[src/sppg_pkg.sv]
// Shared types and constants for the step pulse position generator.
// No dependencies; used by sppg_step and step_pulse_position_generator.
package sppg_pkg;

  // Command codes carried in the func field
  typedef enum logic [1:0] {
    FUNC_TICK    = 2'd0,
    FUNC_MOVE    = 2'd1,
    FUNC_STOP    = 2'd2,
    FUNC_DISABLE = 2'd3
  } func_t;

  // Configuration register indexes
  localparam logic [1:0] CFG_PRESCALE      = 2'd0;
  localparam logic [1:0] CFG_PERIOD_RELOAD = 2'd1;
  localparam logic [1:0] CFG_DIRECTION     = 2'd2;

  localparam logic [15:0] PRESCALE_RST      = 16'd0;
  localparam logic [15:0] PERIOD_RELOAD_RST = 16'd59999;
  localparam logic        DIRECTION_RST     = 1'b0;

  // Configuration registers
  typedef struct packed {
    logic [15:0] prescale;
    logic [15:0] period_reload;
    logic        direction;
  } cfg_t;

  // Axis state
  typedef struct packed {
    logic [15:0] prescale_count;
    logic [15:0] period_count;
    logic [31:0] step_position;
    logic [31:0] goal_position;
    logic        running;
    logic        driver_enabled;
  } axis_t;

  // One result word
  typedef struct packed {
    logic        step_level;
    logic        enable_n;
    logic        moving;
    logic [31:0] position;
    logic        step_taken;
  } result_t;

endpackage

[src/step_pulse_position_generator.sv]
// Top level of the step/direction pulse generator with position tracking.
// Depends on sppg_pkg and sppg_step.

// Takes one command word per clock (tick, move, stop, disable) while in_ready
// is high and returns one result word per command. A word passes an input
// register; once the result register is free, the command logic updates the axis
// state and loads the result register, setting out_valid; in_ready drops only
// while the result register is full and not being taken. The configuration port
// is always ready and writes take effect on the next command; write it only
// while idle.
module step_pulse_position_generator (
  input  logic        clk,
  input  logic        rst_n,
  input  logic        in_valid,
  output logic        in_ready,
  input  logic [1:0]  in_func,
  input  logic [31:0] in_target,
  output logic        out_valid,
  input  logic        out_ready,
  output logic        out_step_level,
  output logic        out_enable_n,
  output logic        out_moving,
  output logic [31:0] out_position,
  output logic        out_step_taken,
  input  logic        cfg_valid,
  output logic        cfg_ready,
  input  logic [1:0]  cfg_index,
  input  logic [31:0] cfg_data
);

  sppg_pkg::cfg_t    cfg_r;
  sppg_pkg::axis_t   st_r;
  sppg_pkg::axis_t   st_nxt;
  sppg_pkg::result_t res_nxt;
  sppg_pkg::result_t res_r;

  logic        in_valid_r;
  logic [1:0]  func_r;
  logic [31:0] target_r;
  logic        out_valid_r;
  logic        advance;

  // Move a word into the result register when the slot is free
  assign advance  = in_valid_r && (!out_valid_r || out_ready);
  assign in_ready = !in_valid_r || advance;
  assign cfg_ready = 1'b1;

  // Configuration registers
  always_ff @(posedge clk) begin
    if (!rst_n) begin
      cfg_r.prescale      <= sppg_pkg::PRESCALE_RST;
      cfg_r.period_reload <= sppg_pkg::PERIOD_RELOAD_RST;
      cfg_r.direction     <= sppg_pkg::DIRECTION_RST;
    end else if (cfg_valid) begin
      unique case (cfg_index)
        sppg_pkg::CFG_PRESCALE:      cfg_r.prescale      <= cfg_data[15:0];
        sppg_pkg::CFG_PERIOD_RELOAD: cfg_r.period_reload <= cfg_data[15:0];
        sppg_pkg::CFG_DIRECTION:     cfg_r.direction     <= cfg_data[0];
        default: ;
      endcase
    end
  end

  // Input register
  always_ff @(posedge clk) begin
    if (!rst_n) begin
      in_valid_r <= 1'b0;
    end else if (in_ready) begin
      in_valid_r <= in_valid;
    end
  end

  always_ff @(posedge clk) begin
    if (in_valid && in_ready) begin
      func_r   <= in_func;
      target_r <= in_target;
    end
  end

  sppg_step u_step (
    .cfg    (cfg_r),
    .st     (st_r),
    .func   (func_r),
    .target (target_r),
    .st_nxt (st_nxt),
    .res    (res_nxt)
  );

  // Axis state, updated once per word
  always_ff @(posedge clk) begin
    if (!rst_n) begin
      st_r <= '0;
    end else if (advance) begin
      st_r <= st_nxt;
    end
  end

  // Result register
  always_ff @(posedge clk) begin
    if (!rst_n) begin
      out_valid_r <= 1'b0;
    end else if (advance) begin
      out_valid_r <= 1'b1;
    end else if (out_ready) begin
      out_valid_r <= 1'b0;
    end
  end

  always_ff @(posedge clk) begin
    if (advance) begin
      res_r <= res_nxt;
    end
  end

  assign out_valid      = out_valid_r;
  assign out_step_level = res_r.step_level;
  assign out_enable_n   = res_r.enable_n;
  assign out_moving     = res_r.moving;
  assign out_position   = res_r.position;
  assign out_step_taken = res_r.step_taken;

endmodule

[src/sppg_step.sv]
// Next-state and result logic for one command word of the step generator.
// Depends on sppg_pkg for the command, configuration, state and result types.
module sppg_step (
  input  sppg_pkg::cfg_t    cfg,
  input  sppg_pkg::axis_t   st,
  input  logic [1:0]        func,
  input  logic [31:0]       target,
  output sppg_pkg::axis_t   st_nxt,
  output sppg_pkg::result_t res
);

  logic took;
  logic [15:0] half_reload;

  // Apply one command to the axis state
  always_comb begin
    st_nxt = st;
    took   = 1'b0;
    case (sppg_pkg::func_t'(func))
      sppg_pkg::FUNC_TICK: begin
        if (st.running) begin
          if (st.prescale_count < cfg.prescale) begin
            st_nxt.prescale_count = st.prescale_count + 16'd1;
          end else begin
            st_nxt.prescale_count = '0;
            if (st.period_count < cfg.period_reload) begin
              st_nxt.period_count = st.period_count + 16'd1;
            end else begin
              // Period complete: advance position, stop on arrival
              st_nxt.period_count = '0;
              took = 1'b1;
              if (cfg.direction) begin
                st_nxt.step_position = st.step_position + 32'd1;
              end else begin
                st_nxt.step_position = st.step_position - 32'd1;
              end
              if (st_nxt.step_position == st.goal_position) begin
                st_nxt.running = 1'b0;
              end
            end
          end
        end
      end
      sppg_pkg::FUNC_MOVE: begin
        st_nxt.goal_position = target;
        if (st.step_position == target) begin
          st_nxt.running = 1'b0;
        end else begin
          st_nxt.running        = 1'b1;
          st_nxt.driver_enabled = 1'b1;
        end
      end
      sppg_pkg::FUNC_STOP: begin
        st_nxt.running = 1'b0;
      end
      default: begin
        st_nxt.driver_enabled = 1'b0;
      end
    endcase
  end

  // Build the result from the updated state
  assign half_reload = cfg.period_reload >> 1;

  always_comb begin
    res.step_level = st_nxt.running && (st_nxt.period_count < half_reload);
    res.enable_n   = ~st_nxt.driver_enabled;
    res.moving     = st_nxt.running;
    res.position   = st_nxt.step_position;
    res.step_taken = took;
  end

endmodule

[config.mk]
export PLATFORM = sky130hd
export DESIGN_NAME = step_pulse_position_generator
export DESIGN_NICKNAME = d
export VERILOG_FILES = /design/src/sppg_pkg.sv /design/src/step_pulse_position_generator.sv /design/src/sppg_step.sv
export SDC_FILE = /design/constraint.sdc
export NUM_CORES = 1
export LEC_CHECK = 0
export ABC_AREA = 0
export BUFFER_PORTS_ARGS = -buffer_cell sky130_fd_sc_hd__buf_2
export CORE_ASPECT_RATIO = 1.2
export CORE_UTILIZATION = 46
export DETAILED_ROUTE_END_ITERATION = 12
export GPL_ROUTABILITY_DRIVEN = 0
export MAX_ROUTING_LAYER = met4
export PLACE_DENSITY = 0.67
export SLEW_MARGIN = 20
export SYNTH_ARGS = -nofsm -noshare
export SYNTH_HDL_FRONTEND = slang
export SYNTH_HIERARCHICAL = 1
export SYNTH_SLANG_ARGS = --single-unit
[constraint.sdc]
create_clock -name clk -period 3.9 [get_ports clk]
set_input_delay 0.195 -clock clk [delete_from_list [all_inputs] [get_ports clk]]
set_output_delay 0.195 -clock clk [all_outputs]
set_load 0.01 [all_outputs]
==> results.yml, run 1 <==
critical_path:
  r2r_setup_slack_ps: 30
  timing.critical_path.to_type: "flop"
  cp-start-kind: "flop"
  start_point_of_the_critical_path: "st_r[88]"
  crit_required_ps: 4250
  endpoint: "out_step_level"
  path_max_fanout: 6
  r2r-start: "st_r[88]"
  reg2regPathDepth: 15
  criticalPathCategory: "flop to flop"
  critPathArrivalTime_ps: 4220
  worst_r2r_endpoint: "out_step_level"
synthesis:
  synth_flop_cell: "sky130_fd_sc_hd__dfxtp_1"
  synth.cell_area_mm2: 0.0132
  number_of_synthesized_register_bits: 203
  post-synth-top-area-cell: "sky130_fd_sc_hd__dfxtp_1"
  synth_cell_type_count: 86
  post_syn_nets: 1665
  instance_count_of_the_mapped_netlist: 1515
  synth.most_common_cell: "sky130_fd_sc_hd__nand2_1"
  netlist.area_leader.share: 0.202
  synth.yosys.warnings: 6
  number_of_enable_type_register_cells_in_the_synthesized_netlist: 70
  synth-async-reset-ratio: 0
  syn_area_per_cell_um2: 8.72
  yosysSeqAreaShare: 0.361
  post_synth_most_frequent_cells: "336 x sky130_fd_sc_hd__nand2_1, 133 x sky130_fd_sc_hd__dfxtp_1, 102 x sky130_fd_sc_hd__mux2i_1"
  ys_top_cells_by_area: "sky130_fd_sc_hd__dfxtp_1 20%, sky130_fd_sc_hd__edfxtp_1 16%, sky130_fd_sc_hd__nand2_1 9.6%"
clocking:
  cts.sink_count: 203
  worst_skew_pair.late_latency_ps: 540
  clock_buffer_count_from_cts: 23
  htreeDepth: 1
  cts_tree: "built"
  ctsLongestPathBuffers: 3
  clk_pin_slew_ps: 60
  clock_tree.root_cell: "sky130_fd_sc_hd__clkbuf_16"
route:
  dr.first_iter.drc_count: 730
  detail_route.vias_per_cell: 5.43
  wire_per_inst_um: 17.0
  antenna_violating_nets_post_route: 0
  drc_violations: 0
  vias: 11234
  wirelength_mm: 35.1
  drtPass1Iterations: 6
sta:
  max_clock_freq_ghz: 0.259
  timing.final.hold_violations: 0
  finalCriticalPeriod_ps: 3870
  timing.clock.skew_ps: 11.4
  finalHoldWorstSlack_ps: 23.7
  finalSetupViolCount: 0
  timing_max_transition_violations_final: 0
  fin_crit_sh: 0.992
  max-slew-margin-rel: 0.358
  worst_pin_slew_ps: 964
  final_critical_path_setup_slack_ps: 32.3
  tns_ps: 0
  grt_setup_unrepaired: "true"
grt:
  grt_pass1_wl_mm: 54.3
  grt_max_degree: 161
  globalRouteTotalUtil: 0.241
  grt_pass1_vias: 10821
  initial_antenna_violation_count: 1
  total_grt_overflow: 0
power:
  peakVddDrop_v: 0.000256
  report.power.total_mw: 5.05
  internal_power_mw: 3.80
  power.leakage_nw: 6.69
  pwr-share-clk: 0.433
  power.switching_fraction: 0.247
  power.share.sequential: 0.453
  power_switching_mw: 1.25
  comb_power_share: 0.114
  power_density_mw_per_mm2: 315
floorplan:
  die_height_um: 188
  num_rows: 67
  starting_utilization_of_the_core_area: 0.470
  design.portCount: 112
  floorplan.die.width_um: 157
  overall_die_area_mm2: 0.0294
  core_region_area_mm2: 0.0281
cells_and_area:
  layout-drive-gt1-share: 0.220
  final_area_mm2: 0.0161
  finalNetCount: 1821
  final_cell_count_no_fill: 2068
  area_growth_syn_to_layout_pct: 21.7
  finish.utilization: 0.572
placed_design:
  dp_cells: 1967
  place_hpwl_mm: 24.9
  io_buffers: 94
  post_placement_setup_slack_ps: -191
  placed_cell_area_mm2: 0.0142
run:
  drv_cap: 0
min_path:
  holdCritPathClass: "input pin to flop"
status:
  status: "finished, final reports clean"
[sequential cells by signal, indices dropped and copies added, names as in the netlist]
register,count
out_step_level,1
out_valid,1
target_r,32
st_r,98
out_moving,1
in_valid_r,1
func_r,2
out_step_taken,1
out_enable_n,1
out_position,32
cfg_r,33
[worst min path at each step]
stage	start	slack [ps]	to	depth (start not counted)
2_1_floorplan	in_func[0]	290	func_r[0]	0
3_3_place_gp	in_target[20]	370	target_r[20]	1
3_5_place_dp	in_target[10]	370	target_r[10]	1
4_1_cts	out_ready	4	out_valid	3
5_1_grt	out_ready	20	out_valid	3
6_report	out_ready	20	out_valid	3
[placed cells by master, fill, tap and decap left out, types with 13 or more instances in the layout]
cell                            Yosys  final
sky130_fd_sc_hd__nor2_1            63     62
sky130_fd_sc_hd__ha_4               0     15
sky130_fd_sc_hd__mux2i_1          102    102
sky130_fd_sc_hd__inv_1             42     36
sky130_fd_sc_hd__nand3_1           63     63
sky130_fd_sc_hd__buf_4             45     99
sky130_fd_sc_hd__xnor2_1           68     68
sky130_fd_sc_hd__xor2_1            31     31
sky130_fd_sc_hd__dfxtp_1          133    120
sky130_fd_sc_hd__dfxtp_2            0     13
sky130_fd_sc_hd__nor3_1            17     16
sky130_fd_sc_hd__and3_1            22     22
sky130_fd_sc_hd__a21o_1            19     19
sky130_fd_sc_hd__nand2_1          336    332
sky130_fd_sc_hd__mux2_2            35     35
sky130_fd_sc_hd__nand4_1           26     26
sky130_fd_sc_hd__edfxtp_1          70     70
sky130_fd_sc_hd__a21oi_1           55     43
sky130_fd_sc_hd__o21ai_0           72     63
sky130_fd_sc_hd__clkbuf_16          0     26
sky130_fd_sc_hd__buf_2             13     93
sky130_fd_sc_hd__ha_1              76     56
sky130_fd_sc_hd__dlygate4sd3_1      0     49
sky130_fd_sc_hd__nand2b_1          17     16
[repair_timing]
action	CTS	global route
endpoints found under the hold margin	62	0
setup buffers	0	7
gates cloned	0	2
endpoints found under the setup margin	3	3
hold buffers	49	0
pin swaps	4	40
gates resized for setup	13	98
[worst max-delay path, stage by stage, from the launching register on]
cell and delay [ps]:
sky130_fd_sc_hd__dfxtp_1 360, sky130_fd_sc_hd__ha_4 290, sky130_fd_sc_hd__nand2_4 50, sky130_fd_sc_hd__nor3_2 160, sky130_fd_sc_hd__a21oi_2 90, sky130_fd_sc_hd__o21ai_4 220, sky130_fd_sc_hd__nand4_1 160, sky130_fd_sc_hd__or3_4 430
sky130_fd_sc_hd__or3_1 360, sky130_fd_sc_hd__a21oi_1 210, sky130_fd_sc_hd__ha_1 280, sky130_fd_sc_hd__and4_1 190, sky130_fd_sc_hd__nand4_1 100, sky130_fd_sc_hd__nor2_1 50, sky130_fd_sc_hd__or4b_1 510, sky130_fd_sc_hd__nor4_1 230
[kinds of logic after synthesis]
family | after synthesis | synth area share
AO/OA/AOI/OAI | 227 | 0.112
XOR/XNOR | 104 | 0.0739
adder cells (fa/ha/maj) | 77 | 0.0735
buffers and inverters | 160 | 0.0626
flip-flops | 203 | 0.361
multiplexers | 138 | 0.108
other | 1 | 0.000284
AND/OR/NAND/NOR | 605 | 0.208
[power groups by stage]
| stage | Sequential (mW) | Clock (mW) | Combinational (mW) |
|---|---|---|---|
| 2_1_floorplan | 2.33 | 0 | 0.341 |
| 3_3_place_gp | 2.33 | 0 | 0.490 |
| 3_5_place_dp | 2.34 | 0 | 0.497 |
| 6_report | 2.29 | 2.19 | 0.577 |
| 4_1_cts | 2.29 | 2.25 | 0.543 |
| 5_1_grt | 2.29 | 2.32 | 0.624 |
[per-layer routing]
layer	vias up	share of wire	global-route usage
li1	5567	-	-
met1	5270	0.42	0.280
met2	309	0.50	0.412
met3	88	0.042	0.0240
met4	0	0.045	0.121
met5	-	0	-
[cell type report]
cell class	instances	area, um2
clock buffers	32	651
fillers	2462	12000
inverters	43	164
repair buffers	248	1830
well taps	379	474
clock inverters	10	103
flip-flops and latches	203	4780
multi-input cells	1152	8060
diodes	1	2.50
Power figures use the tool's default switching activity.
==> inputs of run 2 (changes only) <==
--- a/config.mk
+++ b/config.mk
@@ -11,6 +11,7 @@
 export CORE_UTILIZATION = 46
 export DETAILED_ROUTE_END_ITERATION = 12
 export GPL_ROUTABILITY_DRIVEN = 0
+export HOLD_SLACK_MARGIN = 0.08
 export MAX_ROUTING_LAYER = met4
 export PLACE_DENSITY = 0.67
 export SLEW_MARGIN = 20
==> run 2 against run 1 <==
  * Utilization grew 0.29 points
  * Worst setup slack lost 17 ps
  * Final area rose by 0.50%
  * Sequential power barely moved
  * Global-route usage up 0.14 points
  * Clock skew shrank 0.73 ps
  * Clock power hardly changed
==> results.yml, run 2 (synthesis results as in run 1) <==
status:
  status: "finished, final reports clean"
sta:
  finalCriticalPeriod_ps: 3880
  tns_ps: 0
  fin_crit_sh: 0.996
  worst_pin_slew_ps: 961
  max_clock_freq_ghz: 0.257
  grt_setup_unrepaired: "true"
  finalHoldWorstSlack_ps: 371
  timing_max_transition_violations_final: 0
  finalSetupViolCount: 0
  timing.final.hold_violations: 0
  max-slew-margin-rel: 0.359
  timing.clock.skew_ps: 10.7
route:
  wire_per_inst_um: 17.0
  drc_violations: 0
  antenna_violating_nets_post_route: 0
  drtPass1Iterations: 5
  detail_route.vias_per_cell: 5.45
  vias: 11310
  dr.first_iter.drc_count: 765
  wirelength_mm: 35.3
cells_and_area:
  layout.cells.most_common_list: "332 x sky130_fd_sc_hd__nand2_1, 120 x sky130_fd_sc_hd__dfxtp_1, 102 x sky130_fd_sc_hd__mux2i_1, 99 x sky130_fd_sc_hd__buf_4, 93 x sky130_fd_sc_hd__buf_2"
  largest_register_ffs: 98
  area_growth_syn_to_layout_pct: 22.3
  final_area_mm2: 0.0161
  finalNetCount: 1829
  final_common_cell: "sky130_fd_sc_hd__nand2_1"
  largest_register: "st_r"
  biggest_registers_after_layout: "st_r: 98 flops, cfg_r: 33 flops"
  final_cell_count_no_fill: 2076
  layout-drive-gt1-share: 0.219
  finish.utilization: 0.575
critical_path:
  critPathArrivalTime_ps: 4240
  crit_required_ps: 4250
  criticalPathCategory: "flop to flop"
  cp-start-kind: "flop"
  timing.critical_path.to_type: "flop"
  path_max_fanout: 6
power:
  power_density_mw_per_mm2: 313
  power.leakage_nw: 6.73
  peakVddDrop_v: 0.000255
grt:
  grt_pass1_wl_mm: 54.6
  globalRouteTotalUtil: 0.243
  grt_max_degree: 161
  grt_pass1_vias: 10857
  initial_antenna_violation_count: 1
  total_grt_overflow: 0
floorplan:
  starting_utilization_of_the_core_area: 0.470
  num_rows: 67
  die_height_um: 188
  floorplan.die.width_um: 157
  core_region_area_mm2: 0.0281
  overall_die_area_mm2: 0.0294
  design.portCount: 112
clocking:
  ctsLongestPathBuffers: 3
  clock_tree.root_cell: "sky130_fd_sc_hd__clkbuf_16"
  cts_tree: "built"
  cts.sink_count: 203
  htreeDepth: 1
  worst_skew_pair.late_latency_ps: 540
  clk_pin_slew_ps: 60
  clock_buffer_count_from_cts: 23
placed_design:
  place_hpwl_mm: 24.9
  dp_cells: 1967
  io_buffers: 94
  placed_cell_area_mm2: 0.0142
run:
  drv_cap: 0
min_path:
  holdCritPathClass: "input pin to flop"
run 2: area by class of cell:
type / count / area, um2
fillers: 2453 / 11900
multi-input cells: 1152 / 8060
flip-flops and latches: 203 / 4780
repair buffers: 256 / 1910
clock buffers: 32 / 651
well taps: 379 / 474
inverters: 43 / 164
clock inverters: 10 / 103
diodes: 1 / 2.50
run 2: critical path, stage by stage, from the launching register on:
cell and delay [ps]:
sky130_fd_sc_hd__dfxtp_2 330, sky130_fd_sc_hd__inv_2 50, sky130_fd_sc_hd__ha_4 260, sky130_fd_sc_hd__nand2_4 50, sky130_fd_sc_hd__nor3_2 170, sky130_fd_sc_hd__a21oi_2 90
sky130_fd_sc_hd__o21ai_4 220, sky130_fd_sc_hd__nand4_1 160, sky130_fd_sc_hd__or3_4 430, sky130_fd_sc_hd__or3_1 360, sky130_fd_sc_hd__a21oi_1 210, sky130_fd_sc_hd__ha_1 280
sky130_fd_sc_hd__and4_1 190, sky130_fd_sc_hd__nand4_1 100, sky130_fd_sc_hd__nor2_1 50, sky130_fd_sc_hd__or4b_1 510, sky130_fd_sc_hd__nor4_1 230
run 2: worst paths after layout:
| kind | startpoint | end | slack, ps | depth (start not counted) |
|---|---|---|---|---|
| worst max-delay path | cfg_r[23] | out_step_level | 20 | 16 |
| worst min-delay path | in_target[6] | target_r[6] | 370 | 2 |
| worst max register to register | cfg_r[23] | out_step_level | 20 | 16 |
| worst min register to register | cfg_r[18] | cfg_r[18] | 450 | 2 |
run 2: timing repair:
item | 4_1_cts | 5_1_grt
setup endpoints to repair | 3 | 3
pin swaps | 4 | 40
hold buffers | 57 | 0
hold endpoints to repair | 69 | 0
setup buffers | 0 | 7
gates resized for setup | 13 | 98
cloned | 0 | 2
run 2: power breakdown:
part	switching (mW)	internal, mW
clock	0.890	1.30
combinational	0.322	0.262
sequential	0.0397	2.25
total	1.25	3.81
run 2: metal layers:
layer / part of all wire / track usage / up-vias
li1: - / - / 5583
met1: 0.41 / 0.281 / 5300
met2: 0.50 / 0.416 / 337
met3: 0.042 / 0.0240 / 90
met4: 0.047 / 0.121 / 0
met5: 0 / - / -
run 2: stage by stage:
step / worst slack [ps] / power, mW
after floorplan: 6.05 / 2.67
after global placement: -110 / 2.82
after detailed placement: -191 / 2.83
after CTS: 6.39 / 5.09
after global routing: -163 / 5.25
final: 15.5 / 5.06
